## src/rtl/asd_pkg.sv

```systemverilog
package asd_pkg;

  localparam int WINDOW_DEF = 64;
  localparam int SAMPLE_W   = 16;
  localparam int HOLD_W     = 10;
  localparam int LEVEL_W    = 15;  // peak and floor never go negative

  // register map
  localparam logic REG_HOLD_STEPS = 1'b0;

  // reciprocal multipliers, exact for any 15-bit operand
  localparam int RECIP30   = 34953;  // ceil(2^20 / 30)
  localparam int SHIFT30   = 20;
  localparam int RECIP100  = 5243;   // ceil(2^19 / 100)
  localparam int SHIFT100  = 19;
  localparam int RECIP_W   = 16;

  localparam logic [LEVEL_W-1:0] FLOOR_INIT = '1;

  typedef struct packed {
    logic                       start;
    logic signed [SAMPLE_W-1:0] avg;
  } track_req_t;

  typedef struct packed {
    logic done;
    logic silent;
  } track_rsp_t;

endpackage

```

## src/rtl/asd_ram.sv

```systemverilog
module asd_ram #(
  parameter int DEPTH  = asd_pkg::WINDOW_DEF,
  parameter int DATA_W = asd_pkg::SAMPLE_W
) (
  input  logic                     clk,
  input  logic                     we,
  input  logic [$clog2(DEPTH)-1:0] waddr,
  input  logic [DATA_W-1:0]        wdata,
  input  logic [$clog2(DEPTH)-1:0] raddr,
  output logic [DATA_W-1:0]        rdata
);

  logic [DATA_W-1:0] mem [DEPTH];

  // read-first: same-address read returns the old entry
  always_ff @(posedge clk) begin
    rdata <= mem[raddr];
    if (we) begin
      mem[waddr] <= wdata;
    end
  end

endmodule

```

## src/rtl/asd_div.sv

```systemverilog
module asd_div #(
  parameter int DIVISOR    = asd_pkg::WINDOW_DEF,
  parameter int DIVIDEND_W = asd_pkg::SAMPLE_W + $clog2(asd_pkg::WINDOW_DEF)
) (
  input  logic                                clk,
  input  logic                                rst_n,
  input  logic                                start,
  input  logic signed [DIVIDEND_W-1:0]        dividend,
  output logic                                done,
  output logic signed [asd_pkg::SAMPLE_W-1:0] quotient
);
  import asd_pkg::*;

  // reciprocal multiply, exact for any magnitude below 2^DIVIDEND_W
  localparam int SHIFT = DIVIDEND_W + $clog2(DIVISOR);
  localparam int RW    = DIVIDEND_W + 1;
  localparam int PW    = DIVIDEND_W + RW;
  localparam longint unsigned RECIP_L =
    ((64'd1 << SHIFT) + 64'(DIVISOR) - 64'd1) / 64'(DIVISOR);
  localparam logic [RW-1:0] RECIP = RW'(RECIP_L);

  logic                  stage_r, done_r, neg_r;
  logic [DIVIDEND_W-1:0] mag_r;
  logic [PW-1:0]         prod_r;
  logic [SAMPLE_W:0]     q_mag;

  // start: latch magnitude; next cycle: multiply; done holds until next start
  always_ff @(posedge clk) begin
    if (!rst_n) begin
      stage_r <= 1'b0;
      done_r  <= 1'b0;
    end else begin
      stage_r <= start;
      done_r  <= stage_r || (done_r && !start);
    end
  end

  always_ff @(posedge clk) begin
    if (start) begin
      neg_r <= dividend[DIVIDEND_W-1];
      mag_r <= dividend[DIVIDEND_W-1] ? DIVIDEND_W'(-dividend) : DIVIDEND_W'(dividend);
    end
    if (stage_r) begin
      prod_r <= PW'(mag_r) * PW'(RECIP);
    end
  end

  assign q_mag    = (SAMPLE_W+1)'(prod_r >> SHIFT);
  assign done     = done_r;
  assign quotient = neg_r ? SAMPLE_W'(-q_mag) : q_mag[SAMPLE_W-1:0];

endmodule

```

## src/rtl/asd_track.sv

```systemverilog
module asd_track (
  input  logic                        clk,
  input  logic                        rst_n,
  input  logic [asd_pkg::HOLD_W-1:0]  hold_steps,
  input  asd_pkg::track_req_t         req,
  output asd_pkg::track_rsp_t         rsp
);
  import asd_pkg::*;

  localparam logic [2:0] T_IDLE = 3'd0;
  localparam logic [2:0] T_M30  = 3'd1;
  localparam logic [2:0] T_F30  = 3'd2;
  localparam logic [2:0] T_F100 = 3'd3;
  localparam logic [2:0] T_DEC  = 3'd4;

  localparam int MUL_W = LEVEL_W + RECIP_W;

  logic [2:0]                state_r;
  logic signed [SAMPLE_W-1:0] avg_r;
  logic [LEVEL_W-1:0]        peak_r, floor_r;
  logic                      silent_r, prev_r;
  logic [HOLD_W-1:0]         hold_cnt_r;
  logic [MUL_W-1:0]          prod_r;

  logic signed [SAMPLE_W-1:0] peak_s, floor_s;
  logic [LEVEL_W+3:0]        floor_x10;
  logic [LEVEL_W+6:0]        floor_x100;
  logic [LEVEL_W+2:0]        ceil_x5;
  logic signed [LEVEL_W+3:0] avg_x, ceil_s;
  logic                      below;

  assign peak_s     = $signed({1'b0, peak_r});
  assign floor_s    = $signed({1'b0, floor_r});
  assign floor_x10  = (LEVEL_W+4)'(floor_r) * (LEVEL_W+4)'(10);
  assign floor_x100 = (LEVEL_W+7)'(floor_r) * (LEVEL_W+7)'(100);
  assign ceil_x5    = (LEVEL_W+3)'(floor_r) * (LEVEL_W+3)'(5);
  assign avg_x      = {{(LEVEL_W+4-SAMPLE_W){avg_r[SAMPLE_W-1]}}, avg_r};
  assign ceil_s     = $signed({1'b0, ceil_x5});
  assign below      = (avg_x < ceil_s);

  always_ff @(posedge clk) begin
    if (!rst_n) begin
      state_r    <= T_IDLE;
      peak_r     <= '0;
      floor_r    <= FLOOR_INIT;
      silent_r   <= 1'b1;
      prev_r     <= 1'b0;
      hold_cnt_r <= '0;
    end else begin
      case (state_r)
        T_IDLE: begin
          if (req.start) begin
            prev_r <= silent_r;
            if (req.avg > peak_s) begin
              peak_r <= req.avg[LEVEL_W-1:0];
            end
            if (req.avg < floor_s && req.avg > 0) begin
              floor_r <= req.avg[LEVEL_W-1:0];
            end
            state_r <= T_M30;
          end
        end
        T_M30: state_r <= T_F30;
        T_F30: begin
          if (floor_x10 > (LEVEL_W+4)'(peak_r)) begin
            floor_r <= LEVEL_W'(prod_r >> SHIFT30);
          end
          state_r <= T_F100;
        end
        T_F100: begin
          if (floor_x100 < (LEVEL_W+7)'(peak_r)) begin
            floor_r <= LEVEL_W'(prod_r >> SHIFT100);
          end
          state_r <= T_DEC;
        end
        T_DEC: begin
          // hold off a sound-to-silence switch
          if (!prev_r && below) begin
            if (hold_cnt_r < hold_steps) begin
              hold_cnt_r <= hold_cnt_r + HOLD_W'(1);
              silent_r   <= 1'b0;
            end else begin
              hold_cnt_r <= '0;
              silent_r   <= 1'b1;
            end
          end else begin
            silent_r <= below;
          end
          state_r <= T_IDLE;
        end
        default: state_r <= T_IDLE;
      endcase
    end
  end

  always_ff @(posedge clk) begin
    if (state_r == T_IDLE && req.start) begin
      avg_r <= req.avg;
    end
    if (state_r == T_M30) begin
      prod_r <= MUL_W'(peak_r) * MUL_W'(RECIP30);
    end else if (state_r == T_F30) begin
      prod_r <= MUL_W'(peak_r) * MUL_W'(RECIP100);
    end
  end

  assign rsp.done   = (state_r == T_DEC);
  assign rsp.silent = silent_r;

endmodule

```

## src/rtl/audio_silence_detector.sv

```systemverilog
// Sequence: while the window is filling, an accepted request passes ST_PUSH and
//   ST_DONE; after that it also passes ST_SCAN, ST_WAIT and ST_TRACK.
// Flow: one request in flight, so a new request waits until the last result has
//   left ST_DONE; the window scan reads one entry per cycle through the single
//   memory read port. A stalled result adds its stall.
// Reset: synchronous, active low; the window is treated as all zero until it
//   has been filled once, hold_steps clears to 0.
module audio_silence_detector #(
  parameter int WINDOW = asd_pkg::WINDOW_DEF
) (
  input  logic                               clk,
  input  logic                               rst_n,
  // sample requests
  input  logic                               in_valid,
  output logic                               in_ready,
  input  logic signed [asd_pkg::SAMPLE_W-1:0] in_left_sample,
  input  logic signed [asd_pkg::SAMPLE_W-1:0] in_right_sample,
  // results
  output logic                               out_valid,
  input  logic                               out_ready,
  output logic                               out_is_silent,
  output logic                               out_is_started,
  output logic [asd_pkg::SAMPLE_W-1:0]        out_amplitude_range,
  output logic signed [asd_pkg::SAMPLE_W-1:0] out_window_average,
  // configuration
  input  logic                               psel,
  input  logic                               penable,
  input  logic                               pwrite,
  input  logic [2:0]                         paddr,
  input  logic [31:0]                        pwdata,
  output logic [31:0]                        prdata,
  output logic                               pready
);
  import asd_pkg::*;

  localparam int AW    = $clog2(WINDOW);
  localparam int SUM_W = SAMPLE_W + AW;

  localparam logic [2:0] ST_IDLE  = 3'd0;
  localparam logic [2:0] ST_PUSH  = 3'd1;
  localparam logic [2:0] ST_SCAN  = 3'd2;
  localparam logic [2:0] ST_WAIT  = 3'd3;
  localparam logic [2:0] ST_TRACK = 3'd4;
  localparam logic [2:0] ST_DONE  = 3'd5;

  logic [2:0]                 state_r;
  logic [AW-1:0]              ptr_r, scan_addr_r;
  logic                       started_r, scan_vld_r, div_go_r;
  logic signed [SUM_W-1:0]    sum_r;
  logic signed [SAMPLE_W-1:0] mono_r, max_r, min_r;
  logic [HOLD_W-1:0]          hold_r;

  logic                       out_valid_r, out_silent_r, out_started_r;
  logic [SAMPLE_W-1:0]        out_range_r;
  logic signed [SAMPLE_W-1:0] out_avg_r;

  logic                       accept, slot_free, wait_go;
  logic signed [SAMPLE_W:0]   pair_sum, pair_adj;
  logic signed [SAMPLE_W-1:0] mono, old_sample, rd_sample;
  logic [SAMPLE_W-1:0]        rd_data;
  logic [AW-1:0]              raddr;
  logic signed [SUM_W-1:0]    sum_nxt;
  logic                       div_done;
  logic signed [SAMPLE_W-1:0] div_q;
  logic                       cfg_wr;
  track_req_t                 trk_req;
  track_rsp_t                 trk_rsp;

  // ---------------- configuration port ----------------
  assign pready = 1'b1;
  assign cfg_wr = psel && penable && pwrite;

  always_ff @(posedge clk) begin
    if (!rst_n) begin
      hold_r <= '0;
    end else if (cfg_wr && paddr[2] == REG_HOLD_STEPS) begin
      hold_r <= pwdata[HOLD_W-1:0];
    end
  end

  assign prdata = (paddr[2] == REG_HOLD_STEPS) ? 32'(hold_r) : 32'd0;

  // ---------------- mono mix ----------------
  // halve the channel sum with truncation toward zero
  assign pair_sum = {in_left_sample[SAMPLE_W-1], in_left_sample}
                  + {in_right_sample[SAMPLE_W-1], in_right_sample};
  assign pair_adj = pair_sum + (SAMPLE_W+1)'(pair_sum[SAMPLE_W]);
  assign mono     = pair_adj[SAMPLE_W:1];

  assign in_ready  = (state_r == ST_IDLE);
  assign accept    = in_valid && in_ready;
  assign slot_free = !out_valid_r || out_ready;

  // ---------------- sample window memory ----------------
  // circular buffer; ptr_r points at the oldest entry. The new sample goes
  // in at ptr_r on accept while the old one is read out on the same edge.
  assign raddr = (state_r == ST_SCAN) ? scan_addr_r : ptr_r;

  asd_ram #(
    .DEPTH  (WINDOW),
    .DATA_W (SAMPLE_W)
  ) u_ram (
    .clk   (clk),
    .we    (accept),
    .waddr (ptr_r),
    .wdata (mono),
    .raddr (raddr),
    .rdata (rd_data)
  );

  assign rd_sample = $signed(rd_data);
  // until the first full lap, the slot being replaced was never written: zero
  assign old_sample = started_r ? rd_sample : '0;
  assign sum_nxt = sum_r + {{AW{mono_r[SAMPLE_W-1]}}, mono_r}
                         - {{AW{old_sample[SAMPLE_W-1]}}, old_sample};

  // ---------------- window mean ----------------
  // reciprocal divide, started with the scan; ST_WAIT waits for it to finish
  asd_div #(
    .DIVISOR    (WINDOW),
    .DIVIDEND_W (SUM_W)
  ) u_div (
    .clk      (clk),
    .rst_n    (rst_n),
    .start    (div_go_r),
    .dividend (sum_r),
    .done     (div_done),
    .quotient (div_q)
  );

  // ---------------- peak / floor / hold-off ----------------
  assign wait_go       = (state_r == ST_WAIT) && !scan_vld_r && div_done;
  assign trk_req.start = wait_go;
  assign trk_req.avg   = div_q;

  asd_track u_track (
    .clk        (clk),
    .rst_n      (rst_n),
    .hold_steps (hold_r),
    .req        (trk_req),
    .rsp        (trk_rsp)
  );

  // ---------------- sequencer ----------------
  always_ff @(posedge clk) begin
    if (!rst_n) begin
      state_r     <= ST_IDLE;
      ptr_r       <= '0;
      scan_addr_r <= '0;
      started_r   <= 1'b0;
      scan_vld_r  <= 1'b0;
      div_go_r    <= 1'b0;
      sum_r       <= '0;
      out_valid_r <= 1'b0;
    end else begin
      scan_vld_r <= (state_r == ST_SCAN);
      div_go_r   <= (state_r == ST_PUSH) && (started_r || ptr_r == AW'(WINDOW - 1));
      // a new result may replace one leaving on the same edge
      if (state_r == ST_DONE && slot_free) begin
        out_valid_r <= 1'b1;
      end else if (out_ready) begin
        out_valid_r <= 1'b0;
      end
      case (state_r)
        ST_IDLE: begin
          if (accept) begin
            state_r <= ST_PUSH;
          end
        end
        ST_PUSH: begin
          sum_r <= sum_nxt;
          ptr_r <= (ptr_r == AW'(WINDOW - 1)) ? '0 : ptr_r + AW'(1);
          // before the first lap ptr_r doubles as the fill count
          if (started_r || ptr_r == AW'(WINDOW - 1)) begin
            started_r   <= 1'b1;
            scan_addr_r <= '0;
            state_r     <= ST_SCAN;
          end else begin
            state_r <= ST_DONE;
          end
        end
        ST_SCAN: begin
          scan_addr_r <= scan_addr_r + AW'(1);
          if (scan_addr_r == AW'(WINDOW - 1)) begin
            state_r <= ST_WAIT;
          end
        end
        ST_WAIT: begin
          if (wait_go) begin
            state_r <= ST_TRACK;
          end
        end
        ST_TRACK: begin
          if (trk_rsp.done) begin
            state_r <= ST_DONE;
          end
        end
        ST_DONE: begin
          if (slot_free) begin
            state_r <= ST_IDLE;
          end
        end
        default: state_r <= ST_IDLE;
      endcase
    end
  end

  // datapath registers
  always_ff @(posedge clk) begin
    if (accept) begin
      mono_r <= mono;
    end
    if (state_r == ST_PUSH) begin
      max_r <= {1'b1, {(SAMPLE_W-1){1'b0}}};
      min_r <= {1'b0, {(SAMPLE_W-1){1'b1}}};
    end else if (scan_vld_r) begin
      if (rd_sample > max_r) max_r <= rd_sample;
      if (rd_sample < min_r) min_r <= rd_sample;
    end
    if (state_r == ST_DONE && slot_free) begin
      out_started_r <= started_r;
      out_silent_r  <= started_r && trk_rsp.silent;
      out_range_r   <= started_r ? SAMPLE_W'(max_r - min_r) : '0;
      out_avg_r     <= started_r ? div_q : '0;
    end
  end

  assign out_valid           = out_valid_r;
  assign out_is_silent       = out_silent_r;
  assign out_is_started      = out_started_r;
  assign out_amplitude_range = out_range_r;
  assign out_window_average  = out_avg_r;

`ifndef SYNTH
  // once the window has filled it stays filled
  a_started_sticky: assert property (@(posedge clk) disable iff (!rst_n)
    started_r |=> started_r)
    else $error("started flag dropped");

  // results from before the window filled carry no judgment
  a_prestart_zero: assert property (@(posedge clk) disable iff (!rst_n)
    (out_valid && !out_is_started) |->
      (!out_is_silent && out_amplitude_range == '0 && out_window_average == '0))
    else $error("nonzero result before start");

  // every request moves the write pointer
  a_ptr_moves: assert property (@(posedge clk) disable iff (!rst_n)
    (state_r == ST_PUSH) |=> (ptr_r != $past(ptr_r)))
    else $error("window pointer did not advance");

  // the tracker is only started with a finished mean and a finished scan
  a_track_start: assert property (@(posedge clk) disable iff (!rst_n)
    trk_req.start |-> (div_done && !scan_vld_r && started_r))
    else $error("tracker started early");
`endif

endmodule
```

## config.mk

```make
export PLATFORM = sky130hd
export DESIGN_NAME = audio_silence_detector
export DESIGN_NICKNAME = d
export VERILOG_FILES = /design/src/rtl/asd_pkg.sv /design/src/rtl/asd_ram.sv /design/src/rtl/asd_div.sv /design/src/rtl/asd_track.sv /design/src/rtl/audio_silence_detector.sv
export SDC_FILE = /design/constraint.sdc
export NUM_CORES = 2
export LEC_CHECK = 0
export BUFFER_PORTS_ARGS = -buffer_cell sky130_fd_sc_hd__buf_4
export CORE_UTILIZATION = 54
export CTS_BUF_LIST = sky130_fd_sc_hd__clkbuf_16
export CTS_CLUSTER_SIZE = 40
export DETAILED_ROUTE_END_ITERATION = 10
export PLACE_DENSITY = 0.72
export SYNTH_ARGS = -nofsm -noshare
export SYNTH_HDL_FRONTEND = slang
export SYNTH_SLANG_ARGS = --single-unit
```

## constraint.sdc

```tcl
create_clock -name clk -period 7.6 [get_ports clk]
set_clock_uncertainty 0.15 [all_clocks]
set_input_delay 2.28 -clock clk [delete_from_list [all_inputs] [get_ports clk]]
set_output_delay 2.28 -clock clk [all_outputs]
set_load 0.1 [all_outputs]
```

==> flow_summary.json <==
{
  "synth_area_leaders": "edfxtp_1, mux4_2, ha_1",
  "core-area_um2": 116000,
  "hold_path_class": "reg2reg",
  "sw_frac_of_total_pct": 29.3,
  "synth-async-reset-ratio_pct": 0,
  "period_needed_ns": 6.18,
  "crit_fanout": 8,
  "hold_viol_final": 0,
  "numCtsBuffers": 134,
  "dieArea_um2": 118000,
  "synth_top_area_share_pct": 53.9,
  "pin_count": 143,
  "initial_core_util_pct": 54.4,
  "slew_viol_final": 0,
  "cpPeakStageDelay_ns": 0.61,
  "cts_tree": "yes",
  "timing.final.crit_share_pct": 81.3,
  "syn_area_um2": 63200,
  "setup_viol": 0,
  "postCtsHoldBufs": 0,
  "p_seq_share_pct": 43.4,
  "cts_root_buf": "clkbuf_16",
  "rsz0062_at_grt": "false",
  "tns_ns": 0,
  "dr.pass1.iters": 8,
  "wl_per_cell_um": 23.2,
  "die_w_um": 344,
  "status": "complete, no violations",
  "ant_nets": 0,
  "ctsResizeCount": 0,
  "cp-end-kind": "flip-flop",
  "final_cell_mix": "edfxtp_1, inv_1, ha_1, nand2_1, mux4_2",
  "nFillCells": 8561,
  "final_nets": 5236,
  "yosys_most_used_dff": "edfxtp_1",
  "grt_max_degree": 78,
  "first_iter_violations": 3392,
  "post_cts_buffers": 0,
  "io_buffers": 95,
  "htree_levels": 4,
  "timing_worst_setup_path_type": "reg2reg",
  "drc_errors": 0,
  "power_frac_clock_pct": 31.9,
  "leakage_nw": 27.4,
  "synthCells": 4412,
  "worst_pin_slew_ns": 1.30,
  "final_common_cell": "edfxtp_1",
  "clockBufferDepth": 3,
  "routed-via-count": 37404,
  "critPathLaunchType": "flip-flop",
  "ys_warn_count": 0,
  "grt_pass1_vias": 37312,
  "slew_headroom_pct": 13.0,
  "critPathBufInv": 4,
  "drt-total-wl_mm": 145,
  "antenna-diode-count": 0,
  "antenna_found_initial": 0,
  "synth_edf_count": 1135,
  "cp_top_family": "adder cells",
  "maxCapViolations": 0,
  "cts.clk_slew.worst_paths_ns": 0.06,
  "crit_arrival_ns": 6.49,
  "syn_area_per_cell_um2": 14.3,
  "switching_power_w": 0.00574,
  "routed_via_density": 6.00,
  "die_h_um": 344,
  "ys_seq_elements": 1281,
  "track_usage_pct": 24.9,
  "clkSinkCount": 1281,
  "std_cell_rows": 125,
  "combPwrFrac_pct": 24.7,
  "clk_latency_ns": 0.74,
  "dpl.hpwl_mm": 91.9,
  "cp.required_ns": 7.91,
  "fmax_ghz": 0.162,
  "synth_cell_types": 81,
  "grt_remaining_overflow": 0,
  "p_per_area_nw_per_um2": 277,
  "finalWeightedCongestion": 0.883,
  "critPathSlowestCell": "dfxtp_1",
  "yosysSeqAreaShare_pct": 58.6,
  "layout-drive-gt1-share_pct": 15.4,
  "peakVddDrop_mv": 0.296,
  "crit_chain": "inv_1 -> fa_1 -> inv_1 -> ha_1 -> fa_1 -> inv_1 -> fa_1 -> fa_1 -> inv_1 -> ha_1 -> nand4_1 -> nor4_1 -> o21ai_0 -> a31oi_1 -> a211oi_1 -> nor3_1 -> xnor2_1 -> nor2_1 -> a21oi_1",
  "total_power_w": 0.0196,
  "yosysTopAreaCell": "edfxtp_1",
  "p_int_w": 0.0138,
  "grt_pass1_wl_mm": 221,
  "syn2layout_area_growth_pct": 11.9
}
cell usage after synthesis (20+ instances only):
library cell	instances
or3_1	20
edfxtp_1	1135
nand4_1	26
nand2b_1	20
mux4_2	256
nand3_1	73
a21oi_1	151
and2_1	97
nor3_1	39
a311oi_1	35
a211oi_1	106
buf_4	23
a31oi_1	47
xnor2_1	80
o21a_1	20
dfxtp_1	146
clkbuf_1	125
ha_1	429
nand2_1	278
inv_1	406
nor2_1	228
o211ai_1	28
nor2b_1	34
buf_2	27
fa_1	124
xor2_1	37
and3_1	25
mux2i_1	48
a21o_1	57
o21ai_0	108
final timing paths:
kind	from	endpoint	slack [ns]	cells after the start
worst min-delay path	u_div.mag_r[11]	u_div.prod_r[33]	0.27	0
worst min register to register	u_div.mag_r[11]	u_div.prod_r[33]	0.27	0
worst max-delay path	u_track.peak_r[5]	u_track.prod_r[27]	1.42	19
worst max register to register	u_track.peak_r[5]	u_track.prod_r[27]	1.42	19
routing by layer:
metal	track usage (%)	vias to the layer above	wire length, um
li1	-	16946	-
met1	34.7	18829	60800
met2	39.9	1391	69500
met3	3.95	238	10300
met4	8.89	0	4350
met5	0	-	0
power by group through the flow:
stage	Sequential (W)	Combinational (W)	Clock (W)
after floorplan	0.00867	0.00361	0
after global placement	0.00865	0.00475	0
after detailed placement	0.00865	0.00485	0
after CTS	0.00851	0.00488	0.00634
after global routing	0.00853	0.00532	0.00659
final	0.00851	0.00484	0.00625
per-stage QoR:
stage | utilization, % | cell area [um2] | std cells | hold WS [ns] | setup WS [ns]
finish | 60.9 | 70700 | 6238 | 0.267 | 1.42
global placement | 57.3 | 66500 | 5997 | 0.255 | 0.870
floorplan | - | 63300 | 4433 | 0.250 | 0.152
CTS | 60.9 | 70700 | 6238 | 0.269 | 1.46
global route | 60.9 | 70700 | 6238 | 0.273 | 1.07
detailed placement | 57.3 | 66500 | 5997 | 0.256 | 0.820
layout make-up:
class	count	area, um2	share of cell area (%)
clock buffer	137	3430	4.85
clock inverter	104	776	1.10
timing repair buffer	232	1870	2.64
inverter	407	1530	2.16
sequential	1281	37000	52.3
tap	1524	1910	2.70
multi-input combinational	2553	24200	34.2
state kept, by name (all words and copies together) (netlist names), 16 cells and up:
register / flops
max_r: 16
min_r: 16
mono_r: 16
out_amplitude_range: 16
out_window_average: 16
sum_r: 22
u_div.mag_r: 16
u_div.prod_r: 16
u_ram.mem: 1024
u_ram.rdata: 16
u_track.avg_r: 16
logic make-up after synthesis:
group                      synth area share, %
xor gates and xnor gates                  1.62
and+or+nand+nor                           6.98
buffers and inverters                     3.75
muxes                                     9.90
other                                   0.0119
DFF                                       58.6
adders and majority gates                 12.4
AOI/OAI and AO/OA                         6.74
worst reg2reg max path, cell delays in order, from the launching register on:
cell and delay, ns:
dfxtp_1 0.61, inv_1 0.35, fa_1 0.59, inv_1 0.04
ha_1 0.21, fa_1 0.54, inv_1 0.05, fa_1 0.47
fa_1 0.55, inv_1 0.05, ha_1 0.29, nand4_1 0.14
nor4_1 0.52, o21ai_0 0.26, a31oi_1 0.37, a211oi_1 0.15
nor3_1 0.25, xnor2_1 0.12, nor2_1 0.11, a21oi_1 0.05
Note: power is estimated with default switching activity, not from simulation.
